## src/rtl/core/i2c_master_transaction_engine_assert.svh

```systemverilog
// Assertion macros for the I2C master transaction engine.
// Included by the top level; needs no other file.
`ifndef I2C_MASTER_TRANSACTION_ENGINE_ASSERT_SVH
`define I2C_MASTER_TRANSACTION_ENGINE_ASSERT_SVH
`ifndef ASSERT_OFF
`define ASSERT_SAME_CYCLE(label, clk, rst, pre, post) \
   label: assert property (@(posedge clk) disable iff (rst) (pre) |-> (post)) \
      else $error("assertion failed in same cycle check");
`define ASSERT_NEXT_CYCLE(label, clk, rst, pre, post) \
   label: assert property (@(posedge clk) disable iff (rst) (pre) |=> (post)) \
      else $error("assertion failed in next cycle check");
`else
`define ASSERT_SAME_CYCLE(label, clk, rst, pre, post)
`define ASSERT_NEXT_CYCLE(label, clk, rst, pre, post)
`endif
`endif

```

## src/rtl/core/i2cm_pkg.sv

```systemverilog
// Shared types and constants of the I2C master transaction engine.
// Used by every module of the block; depends on nothing.
`timescale 1ns / 1ps
package i2cm_pkg;

   typedef enum logic [3:0] {
      PH_IDLE  = 4'd0,
      PH_START = 4'd1,
      PH_SENDA = 4'd2,
      PH_SENDD = 4'd3,
      PH_ACKA  = 4'd4,
      PH_ACKD  = 4'd5,
      PH_READ  = 4'd6,
      PH_MACK  = 4'd7,
      PH_STOP  = 4'd8
   } phase_type;

   typedef enum logic [1:0] {
      STATUS_OK       = 2'd0,
      STATUS_NACK_ADR = 2'd1,
      STATUS_NACK_DAT = 2'd2
   } status_type;

   localparam logic [9:0] ACK_LIMIT_RESET = 10'd1000;
   localparam logic [7:0] ADDR_DIR_MASK   = 8'hFE;

   typedef struct packed {
      phase_type  phase;
      logic [1:0] sub_tick;
      logic [3:0] bit_index;
      logic [7:0] shift_reg;
      logic [7:0] bytes_left;
      logic [9:0] ack_timer;
      logic       read_dir;
      status_type err_code;
   } state_type;

   typedef struct packed {
      logic       scl_out;
      logic       sda_low;
      logic       busy_res;
      logic       take_tx;
      logic       rx_valid;
      logic [7:0] rx_byte;
      logic       done_res;
      status_type status;
   } result_type;

endpackage

```

## src/rtl/core/i2cm_step.sv

```systemverilog
// One bus tick of the I2C master: next state and pin levels from the current state.
// Purely combinational; depends on i2cm_pkg.
`timescale 1ns / 1ps
module i2cm_step (
   input  i2cm_pkg::state_type  cur,
   input  logic                 start_cmd,
   input  logic                 mode,
   input  logic [7:0]           dev_address,
   input  logic [7:0]           byte_count,
   input  logic [7:0]           tx_byte,
   input  logic                 sda_in,
   input  logic [9:0]           ack_limit,
   output i2cm_pkg::state_type  nxt,
   output i2cm_pkg::result_type res
);
   import i2cm_pkg::*;

   logic [3:0] bit_inc;
   logic       bit_wrap;
   logic       sub_zero;
   logic       ack_poll;
   logic       ack_seen;
   logic       ack_miss;
   logic       left_zero;
   logic       addr_read;
   logic [7:0] shift_read;
   logic [7:0] left_after;
   phase_type  phase_nxt;
   state_type  dp;

   assign bit_inc    = cur.bit_index + 4'd1;
   assign bit_wrap   = bit_inc[3];
   assign sub_zero   = (cur.sub_tick == 2'd0);
   assign ack_poll   = (cur.sub_tick == 2'd3);
   assign ack_seen   = ack_poll && !sda_in;
   assign ack_miss   = ack_poll && sda_in && (cur.ack_timer >= ack_limit);
   assign left_zero  = (cur.bytes_left == 8'd0);
   assign addr_read  = (cur.phase == PH_ACKA) && cur.read_dir;
   assign shift_read = {cur.shift_reg[6:0], sda_in};
   assign left_after = left_zero ? 8'd0 : cur.bytes_left - 8'd1;

   always_comb begin
      phase_nxt = cur.phase;
      unique case (cur.phase)
         PH_IDLE: begin
            if (start_cmd) begin
               phase_nxt = PH_START;
            end
         end
         PH_START: phase_nxt = PH_SENDA;
         PH_SENDA, PH_SENDD: begin
            if (!sub_zero && bit_wrap) begin
               phase_nxt = (cur.phase == PH_SENDA) ? PH_ACKA : PH_ACKD;
            end
         end
         PH_ACKA, PH_ACKD: begin
            if (ack_seen) begin
               if (addr_read) begin
                  phase_nxt = left_zero ? PH_STOP : PH_READ;
               end else begin
                  phase_nxt = left_zero ? PH_STOP : PH_SENDD;
               end
            end else if (ack_miss) begin
               phase_nxt = PH_STOP;
            end
         end
         PH_READ: begin
            if (!sub_zero && bit_wrap) begin
               phase_nxt = PH_MACK;
            end
         end
         PH_MACK: begin
            if (cur.sub_tick >= 2'd2) begin
               phase_nxt = left_zero ? PH_STOP : PH_READ;
            end
         end
         PH_STOP: begin
            if (cur.sub_tick >= 2'd2) begin
               phase_nxt = PH_IDLE;
            end
         end
         default: begin
            phase_nxt = start_cmd ? PH_START : PH_IDLE;
         end
      endcase
   end

   always_comb begin
      res          = '0;
      res.scl_out  = 1'b1;
      res.busy_res = 1'b1;
      unique case (cur.phase)
         PH_START: res.sda_low = 1'b1;
         PH_SENDA, PH_SENDD: begin
            res.sda_low = !cur.shift_reg[7];
            res.scl_out = !sub_zero;
         end
         PH_ACKA, PH_ACKD: begin
            res.scl_out = !sub_zero;
            res.take_tx = ack_seen && !addr_read && !left_zero;
         end
         PH_READ: begin
            res.scl_out  = !sub_zero;
            res.rx_valid = !sub_zero && bit_wrap;
            res.rx_byte  = (!sub_zero && bit_wrap) ? shift_read : 8'd0;
         end
         PH_MACK: begin
            res.sda_low = !left_zero;
            res.scl_out = !sub_zero;
         end
         PH_STOP: begin
            if (sub_zero) begin
               res.scl_out = 1'b0;
               res.sda_low = 1'b1;
            end else if (cur.sub_tick == 2'd1) begin
               res.sda_low = 1'b1;
            end else begin
               res.done_res = 1'b1;
               res.busy_res = 1'b0;
            end
         end
         default: res.busy_res = start_cmd;
      endcase
      res.status = nxt.err_code;
   end

   always_comb begin
      dp = cur;
      unique case (cur.phase)
         PH_START: begin
            dp.sub_tick  = 2'd0;
            dp.bit_index = 4'd0;
         end
         PH_SENDA, PH_SENDD: begin
            if (sub_zero) begin
               dp.sub_tick = 2'd1;
            end else begin
               dp.sub_tick  = 2'd0;
               dp.shift_reg = {cur.shift_reg[6:0], 1'b0};
               dp.bit_index = bit_inc;
               if (bit_wrap) begin
                  dp.bit_index = 4'd0;
                  dp.ack_timer = 10'd0;
               end
            end
         end
         PH_ACKA, PH_ACKD: begin
            if (sub_zero) begin
               dp.sub_tick = 2'd1;
            end else if (!ack_poll) begin
               dp.sub_tick = cur.sub_tick + 2'd1;
            end else if (!sda_in) begin
               dp.sub_tick  = 2'd0;
               dp.bit_index = 4'd0;
               if (!addr_read && !left_zero) begin
                  dp.shift_reg  = tx_byte;
                  dp.bytes_left = left_after;
               end
            end else if (ack_miss) begin
               dp.err_code = (cur.phase == PH_ACKA) ? STATUS_NACK_ADR : STATUS_NACK_DAT;
               dp.sub_tick = 2'd0;
            end else begin
               dp.ack_timer = cur.ack_timer + 10'd1;
            end
         end
         PH_READ: begin
            if (sub_zero) begin
               dp.sub_tick = 2'd1;
            end else begin
               dp.sub_tick  = 2'd0;
               dp.shift_reg = shift_read;
               dp.bit_index = bit_inc;
               if (bit_wrap) begin
                  dp.bit_index  = 4'd0;
                  dp.bytes_left = left_after;
               end
            end
         end
         PH_MACK: begin
            dp.sub_tick = (cur.sub_tick < 2'd2) ? cur.sub_tick + 2'd1 : 2'd0;
         end
         PH_STOP: begin
            if (sub_zero) begin
               dp.sub_tick = 2'd1;
            end else if (cur.sub_tick == 2'd1) begin
               dp.sub_tick = 2'd2;
            end else begin
               dp.sub_tick = 2'd0;
            end
         end
         default: begin
            if (start_cmd) begin
               dp.read_dir   = mode;
               dp.bytes_left = byte_count;
               dp.shift_reg  = (dev_address & ADDR_DIR_MASK) | {7'd0, mode};
               dp.err_code   = STATUS_OK;
               dp.bit_index  = 4'd0;
               dp.sub_tick   = 2'd0;
               dp.ack_timer  = 10'd0;
            end
         end
      endcase
   end

   always_comb begin
      nxt       = dp;
      nxt.phase = phase_nxt;
   end

endmodule

```

## src/rtl/core/i2cm_rsp_buf.sv

```systemverilog
// Two-entry result buffer: an output register with a skid entry behind it.
// Depends on i2cm_pkg for the result type.
`timescale 1ns / 1ps
module i2cm_rsp_buf (
   input  logic                 clock,
   input  logic                 reset,
   input  logic                 push,
   input  i2cm_pkg::result_type push_data,
   input  logic                 pop,
   output i2cm_pkg::result_type head,
   output logic                 head_valid,
   output logic                 full
);
   import i2cm_pkg::*;

   logic [1:0] count_ff;
   logic [1:0] count_in;
   result_type head_ff;
   result_type skid_ff;

   assign head       = head_ff;
   assign head_valid = (count_ff != 2'd0);
   assign full       = (count_ff == 2'd2);

   always_comb begin
      count_in = count_ff;
      if (push && !pop) begin
         count_in = count_ff + 2'd1;
      end else if (pop && !push) begin
         count_in = count_ff - 2'd1;
      end
   end

   always_ff @(posedge clock) begin
      if (reset) begin
         count_ff <= 2'd0;
      end else begin
         count_ff <= count_in;
      end
   end

   always_ff @(posedge clock) begin
      if (pop) begin
         head_ff <= (count_ff == 2'd2) ? skid_ff : push_data;
      end else if (push && count_ff == 2'd0) begin
         head_ff <= push_data;
      end
      if (push && !pop && count_ff == 2'd1) begin
         skid_ff <= push_data;
      end
   end

endmodule

```

## src/rtl/core/i2c_master_transaction_engine.sv

```systemverilog
// Top level of the I2C master transaction engine: state registers, ACK limit register
// and result buffer. Depends on i2cm_pkg, i2cm_step, i2cm_rsp_buf and the assertion header.
//
//   Channel  Direction  Handshake            Contents
//   req_     in         req_valid/req_stall  one bus tick: command, address, count, data, SDA
//   rsp_     out        rsp_valid/rsp_stall  pin levels, status and received data of that tick
//   csr_     in         csr_wr_en            ack_wait_limit, 10 bits
//
// One tick is taken per clock while req_stall is low; its result is registered in the result buffer until taken.
// The tick's work is a single pass through the step logic into a two-entry result buffer.
// Input stalls only while both buffer entries hold results not yet taken.
// Reset returns the engine to idle and loads an ACK limit of 1000.
`timescale 1ns / 1ps
`include "i2c_master_transaction_engine_assert.svh"
module i2c_master_transaction_engine (
   input  logic                 clock,
   input  logic                 reset,
   input  logic                 req_valid,
   output logic                 req_stall,
   input  logic                 req_start_cmd,
   input  logic                 req_mode,
   input  logic [7:0]           req_dev_address,
   input  logic [7:0]           req_byte_count,
   input  logic [7:0]           req_tx_byte,
   input  logic                 req_sda_in,
   output logic                 rsp_valid,
   input  logic                 rsp_stall,
   output logic                 rsp_scl_out,
   output logic                 rsp_sda_low,
   output logic                 rsp_busy_res,
   output logic                 rsp_take_tx,
   output logic                 rsp_rx_valid,
   output logic [7:0]           rsp_rx_byte,
   output logic                 rsp_done_res,
   output logic [1:0]           rsp_status,
   input  logic                 csr_wr_en,
   input  logic [9:0]           csr_wr_data
);
   import i2cm_pkg::*;

   state_type  st_ff;
   state_type  st_in;
   state_type  st_nxt;
   result_type step_res;
   result_type head;
   logic [9:0] limit_ff;
   logic [9:0] limit_in;
   logic       buf_full;
   logic       req_xfer;
   logic       rsp_xfer;
   logic       take_xfer;
   logic       idle_xfer;

   assign req_stall = buf_full;
   assign req_xfer  = req_valid && !req_stall;
   assign rsp_xfer  = rsp_valid && !rsp_stall;

   i2cm_step u_step (
      .cur         (st_ff),
      .start_cmd   (req_start_cmd),
      .mode        (req_mode),
      .dev_address (req_dev_address),
      .byte_count  (req_byte_count),
      .tx_byte     (req_tx_byte),
      .sda_in      (req_sda_in),
      .ack_limit   (limit_ff),
      .nxt         (st_nxt),
      .res         (step_res)
   );

   i2cm_rsp_buf u_rsp_buf (
      .clock      (clock),
      .reset      (reset),
      .push       (req_xfer),
      .push_data  (step_res),
      .pop        (rsp_xfer),
      .head       (head),
      .head_valid (rsp_valid),
      .full       (buf_full)
   );

   assign st_in    = req_xfer ? st_nxt : st_ff;
   assign limit_in = csr_wr_en ? csr_wr_data : limit_ff;

   always_ff @(posedge clock) begin
      if (reset) begin
         st_ff    <= '{phase: PH_IDLE, err_code: STATUS_OK, default: '0};
         limit_ff <= ACK_LIMIT_RESET;
      end else begin
         st_ff    <= st_in;
         limit_ff <= limit_in;
      end
   end

   assign rsp_scl_out  = head.scl_out;
   assign rsp_sda_low  = head.sda_low;
   assign rsp_busy_res = head.busy_res;
   assign rsp_take_tx  = head.take_tx;
   assign rsp_rx_valid = head.rx_valid;
   assign rsp_rx_byte  = head.rx_byte;
   assign rsp_done_res = head.done_res;
   assign rsp_status   = head.status;

   assign take_xfer = req_xfer && step_res.take_tx;
   assign idle_xfer = req_xfer && (st_ff.phase == PH_IDLE) && !req_start_cmd;

   `ASSERT_SAME_CYCLE(a_done_not_busy, clock, reset, rsp_valid && rsp_done_res, !rsp_busy_res)
   `ASSERT_NEXT_CYCLE(a_take_to_send, clock, reset, take_xfer, st_ff.phase == PH_SENDD)
   `ASSERT_NEXT_CYCLE(a_idle_holds, clock, reset, idle_xfer, st_ff.phase == PH_IDLE)
   `ASSERT_SAME_CYCLE(a_bit_range, clock, reset, 1'b1, st_ff.bit_index < 4'd8)

endmodule
```

## config.mk

```make
export PLATFORM = sky130hd
export DESIGN_NAME = i2c_master_transaction_engine
export DESIGN_NICKNAME = d
export VERILOG_FILES = /design/src/rtl/core/i2cm_pkg.sv /design/src/rtl/core/i2cm_step.sv /design/src/rtl/core/i2cm_rsp_buf.sv /design/src/rtl/core/i2c_master_transaction_engine.sv
export VERILOG_INCLUDE_DIRS = /design/src /design/src/rtl/core
export SDC_FILE = /design/constraint.sdc
export NUM_CORES = 1
export LEC_CHECK = 0
export BUFFER_PORTS_ARGS = -buffer_cell sky130_fd_sc_hd__buf_2
export CAP_MARGIN = 10
export CORE_MARGIN = 3
export CORE_UTILIZATION = 60
export CTS_BUF_LIST = sky130_fd_sc_hd__clkbuf_4 sky130_fd_sc_hd__clkbuf_8
export DETAILED_ROUTE_END_ITERATION = 12
export MAX_ROUTING_LAYER = met4
export PLACE_DENSITY = 0.82
export SLEW_MARGIN = 20
export SYNTH_ARGS = -nofsm -noshare
export SYNTH_HDL_FRONTEND = slang
export SYNTH_SLANG_ARGS = --single-unit
export TNS_END_PERCENT = 100
```

## constraint.sdc

```tcl
create_clock -name clock -period 4.36 [get_ports clock]
set_input_delay 0 -clock clock [delete_from_list [all_inputs] [get_ports clock]]
set_output_delay 0 -clock clock [all_outputs]
set_load 0.005 [all_outputs]
```

==> Word level (Yosys, flattened, before mapping) <==
Index checks and enable logic that the tools add are counted.
Widths: inputs -> output; s select.
{ "totals": {"reg_bits": 83, "latch_bits": 0, "ramBits": 0, "rom_bits": 0, "output_inout_bits": 18, "memories": 0} }
{ "op_classes": {"addsub": 6, "n_mul": 0, "div": 0, "magnitude_cmp": 3, "eq_ne": 29, "n_shift": 0, "n_mux": 63, "n_bitwise": 6, "reduce_logical": 53} }
{ "ops": {"columns": ["cell", "n"], "rows": [
  ["$mux 16", 4],
  ["$mux 30", 2],
  ["$mux 10", 4],
  ["$mux 20", 2],
  ["$mux 4", 10],
  ["$mux 35", 1],
  ["$pmux 8 s4", 1],
  ["$pmux 10 s3", 1],
  ["$mux 2", 14],
  ["$pmux 4 s7", 1],
  ["$reduce_and 9->1", 3],
  ["$mux 8", 3],
  ["$pmux 8 s3", 1],
  ["$pmux 4 s5", 1],
  ["$eq 4x3->1 const B", 4],
  ["$ne 2x1->1 const B", 8],
  ["$logic_and 1x1->1", 14],
  ["$ne 2x2->1 const B", 7],
  ["$mux 12", 1],
  ["$reduce_or 6->1", 2],
  ["$add 10x1->10 const B", 1],
  ["$ge 10x10->1", 1],
  ["$mux 1", 10],
  ["$pmux 2 s5", 1],
  ["38 further kinds", 63]
]} }

==> Logic depth before layout (Yosys ltp) <==
{ "logic_depth": {"depth_word": 10, "depth_mapped": 11, "ltp_nobuf": 9} }

==> Hierarchy <==
From an unflattened synthesis, not the netlist that was laid out.
{ "hier_totals": {"hier_cells": 615, "area_unflattened_um2": 5860.6} }
{ "by_module_without_submodules": {"columns": ["mod", "instances", "cells_per_inst", "area_each_um2", "seq_area_each_um2"], "rows": [
  ["i2c_master_transaction_engine", 1, 210, 2268.4, 980.9],
  ["i2cm_step", 1, 331, 2204.6, 0.0],
  ["i2cm_rsp_buf", 1, 74, 1387.6, 1001.0]
]} }

==> Worst setup path after synthesis <==
No wires, ideal clock.
{ "synth_path": {"path_kind": "flip-flop to flip-flop", "startpoint": "register u_rsp_buf.count_ff[0]", "endpoint": "register u_rsp_buf.head_ff (netlist bit u_rsp_buf.head[0]) (enable)", "arrival_time_ps": 2054, "path_slack_ps": 1894, "path_stages_with_launch": 5, "path_buffers": 0, "cell_sequence": "dfxtp_1 inv_1 ha_1 nand2b_1 o21ai_0"} }
{ "synth_via": {"elab_chain_cells": 5, "elab_cells_between_ends": 8, "cone_classes": "eq/ne: 1; reduce/logical: 7"} }
{ "synth_lines": {"columns": ["item", "line", "rtl"], "rows": [
  ["start: declaration", "i2cm_rsp_buf.sv:16", "logic [1:0] count_ff;"],
  ["start signal: assignment", "i2cm_rsp_buf.sv:38", "count_ff <= count_in;"],
  ["$eq 2x2->1", "i2cm_rsp_buf.sv:23", "assign full = (count_ff == 2'd2);"],
  ["via req_stall", "i2c_master_transaction_engine.sv:19", "output logic req_stall,"],
  ["$logic_not 1->1", "i2c_master_transaction_engine.sv:55", "assign req_xfer = req_valid && !req_stall;"],
  ["$logic_and 1x1->1", "i2c_master_transaction_engine.sv:55", null],
  ["$logic_and 1x1->1", "i2cm_rsp_buf.sv:45", "end else if (push && count_ff == 2'd0) begin"],
  ["$reduce_bool 2->1 (no source line)", null, null],
  ["end signal: assignment", "i2cm_rsp_buf.sv:44", "head_ff <= (count_ff == 2'd2) ? skid_ff : push_data;"],
  ["end signal: assignment", "i2cm_rsp_buf.sv:46", "head_ff <= push_data;"],
  ["end: declaration", "i2cm_rsp_buf.sv:18", "result_type head_ff;"]
]} }
The timed path passes the listed nets, and every way through them passes these cells.
A chain may end at the register's enable or synchronous reset.

==> Worst setup path in the final report <==
{ "layout_path": {"startpoint": "register st_ff[36] (netlist name)", "endpoint": "register st_ff[6] (netlist name)"} }
{ "layout_via": {"elab_chain_cells": 4, "elab_cells_between_ends": 21, "cone_classes": "eq/ne: 14; mux: 1; bitwise: 1; reduce/logical: 5"} }
{ "layout_lines": {"columns": ["item", "line", "rtl"], "rows": [
  ["start: declaration", "i2c_master_transaction_engine.sv:41", "state_type st_ff;"],
  ["start signal: assignment", "i2c_master_transaction_engine.sv:90", "st_ff <= st_in;"],
  ["$eq 4x3->1, or another cell as far along", "i2cm_step.sv:129", "unique case (cur.phase)"],
  ["$reduce_or 2->1, or another cell as far along", "i2cm_step.sv:129", null],
  ["$ne 2x2->1 (no source line), or another cell as far along", null, null],
  ["$reduce_and 9->1 (no source line)", null, null]
]} }
Parallel ways exist; a longest one is shown, timed or not.

==> impl_results.md <==
- DR pass1 iterations: 5
- Fin cells: roughly 660
- Worst VDD drop: 0.281 mV
- Area delta synth->final: 12.8%
- Setup WS pre-CTS: ~1600 ps
- Worst Path Required: 4570 ps
- Max Fanout on Critical Path: 29
- GRT overflow: 0
- Hold Path Class: in -> reg
- CTS Buf Count: 9
- Post-Syn Instances: a little over 500
- Top_reg_cell synth: dfxtp_1
- Clock root buffer: clkbuf_8
- Cell variety after synth: 65
- Placed Cells incl. Taps: ~630
- WHS: roughly 13 ps
- Worst Skew: roughly 8.7 ps
- Initial antenna violation count: 0
- Synth Net Count: 570
- Ys Warns: 0
- Final Core Density: a little under three quarters
- Core box area: approximately 7400 um^2
- Hold Fails Final Rpt: 0
- Nets: approximately 620
- Setup WS post-layout: 1460 ps
- CTS-repair resized insts: 0
- Status: complete, no violations
- Largest net degree at the start of global routing: 37
- Final Power: approximately 2.9 mW
- Clock slew at reported path FFs: approximately 90 ps
- Hpwl dp: between 7000 and 8000 um
- Post-synth top area share: between 20 and 25%
- Commonest cells after routing, fill and taps aside: 58 x buf_2, 50 x dfxtp_1, 45 x nor2_1
- Syn_area_per_cell: approximately 9.2 um^2
- First-pass GRT wire length: 17300 um
- All-Layer GR Usage: between 20% and 30%
- PortBufs: 58
- Final WL: between 10000 and 15000 um
- # diodes: 0
- CTS max path bufs: 2
- RSZ-0062 raised after global routing: false
- Number of flops mapped to enable cells by yosys: 32
- H-tree depth: 3
- Pleak: around 2.1 nW
- Total die area: around 8900 um^2
- Die outline width: about 94 um
- WS Path Type: reg -> reg
- Worst setup EP type: register
- Hold Buf Count CTS: 14
- Layout fillers: between 500 and 600
- DP Area: 4930 um^2
- FMAX: around 0.34 GHz
- DIE HEIGHT: approximately 94 um
- Io pins: 60
- Fin area: roughly 5300 um^2
- Dominant cells by area after synthesis: dfxtp_1 21%, edfxtp_1 21%, ha_1 5.9%
- Row count: 31
- Setup Buffers After CTS: 0
- Vias/cell: 6.09
- Max-slew violation count: 0
- Layout cell share with drive strength beyond 1: a little under a fifth
- Via Count: 4046
- Initial core utilization: a little over three fifths
- Tightest Pin Transition: about 1000 ps
- GP Congestion: approximately 0.90
- Clk sink count: 82
- Relative slew slack: between 30% and 40%
- Iteration-0 DRC count of the detailed router: 336
- Commonest non-fill, non-tap cell in the layout: buf_2
- MaxCap Viol Count: 0
- Final worst path period need: 2900 ps
- Arr. time, crit path: 3110 ps
- Clk Latency, worst-skew pair: 360 ps
- Drt wl/cell: around 16 um
- CTS tree: done
- Cell area power density: around 550 nW/um^2
- DRC violations left: 0
- Startpoint Class: register
- Sequential share of the synthesized area: between 40% and 50%
- Synth area leader: dfxtp_1
- Netlist Area Pre-Place: between 4000 and 5000 um^2
- Ys async rst share: 0%
- Fin crit share: roughly 67%
- Post-Route Setup TNS: 0 ps
- Final count of negative-setup-slack endpoints: 0
- Antenna viol nets, final: 0
- Number of global-route vias before repair: 3697
- Post-synthesis sequential element count: between 80 and 90
[power breakdown]
| part | leakage (nW) | switching [mW] | internal (mW) |
|---|---|---|---|
| clock network | 0.0921 | 0.296 | 0.268 |
| logic | 1.27 | 0.714 | 0.487 |
| registers | 0.716 | 0.162 | 0.997 |
| total | 2.08 | 1.17 | 1.75 |
[synth_stat cells, types with 3 or more instances]
master	instances
a211oi_1	12
a211oi_2	3
a21oi_1	37
a222oi_1	7
a311oi_1	4
a31oi_1	8
and2_1	11
and3_1	5
buf_2	10
buf_6	5
clkbuf_1	12
dfxtp_1	50
edfxtp_1	32
ha_1	22
inv_1	28
mux2_2	10
mux2i_1	6
nand2_1	38
nand2b_1	13
nand3_1	14
nand4_1	6
nor2_1	45
nor2b_1	4
nor3_1	7
nor4_1	3
o211ai_1	10
o21ai_0	17
o31ai_1	12
o32ai_1	4
o41ai_1	3
or2_2	3
or3_1	5
or4_1	11
xnor2_1	3
xor2_1	3
[kinds of logic (layout without fill, tap and decap cells)]
logic type / count (synthesis) / in the layout / synth area share, %
AOI/OAI and AO/OA: 139 / 139 / 20.9
xor gates and xnor gates: 6 / 6 / 1.12
adders and majority gates: 22 / 22 / 5.89
buffers and inverters: 59 / 118 / 5.97
DFF: 82 / 82 / 42.0
muxes: 16 / 16 / 3.69
and+or+nand+nor: 182 / 182 / 20.4
[critical path: stages (launching register included)]
cell and delay, ps:
dfxtp_1 980, and2_0 490, nor4_1 120, nor3_2 250, nand2_2 240, o21ai_1 570, a21oi_1 100
[area by class of cell]
type / instances / area [um^2] / area share (%)
Clock buffer: 9 / 124 / 2.35
Multi-Input combinational cell: 365 / 2430 / 46.2
Inverter: 28 / 105 / 1.99
Timing Repair Buffer: 74 / 445 / 8.45
Tap cell: 99 / 124 / 2.35
Clock inverter: 7 / 78.8 / 1.50
Sequential cell: 82 / 1960 / 37.2
[flip-flops by register name, summed over array words and instances (netlist names)]
| signal | flops |
|---|---|
| limit_ff | 10 |
| u_rsp_buf.count_ff | 2 |
| u_rsp_buf.skid_ff | 16 |
| st_ff | 38 |
| u_rsp_buf.head | 16 |
[per-layer routing]
| metal | track usage, % | up-vias | share of wire, % |
|---|---|---|---|
| li1 | - | 1986 | - |
| met1 | 32.0 | 1906 | 44 |
| met2 | 39.5 | 143 | 49 |
| met3 | 5.21 | 11 | 5.8 |
| met4 | 8.54 | 0 | 0.98 |
| met5 | - | - | 0 |
[path summary, 6_finish.rpt]
| kind | start | endpoint | slack [ps] | cells after the start |
|---|---|---|---|---|
| worst min register to register | st_ff[1] | st_ff[1] | 480 | 2 |
| worst max register to register | st_ff[36] | st_ff[6] | 1460 | 6 |
| worst min-delay path | req_byte_count[0] | st_ff[13] | 10 | 3 |
| worst max-delay path | st_ff[36] | st_ff[6] | 1460 | 6 |
(Power assumes the default switching activity.)
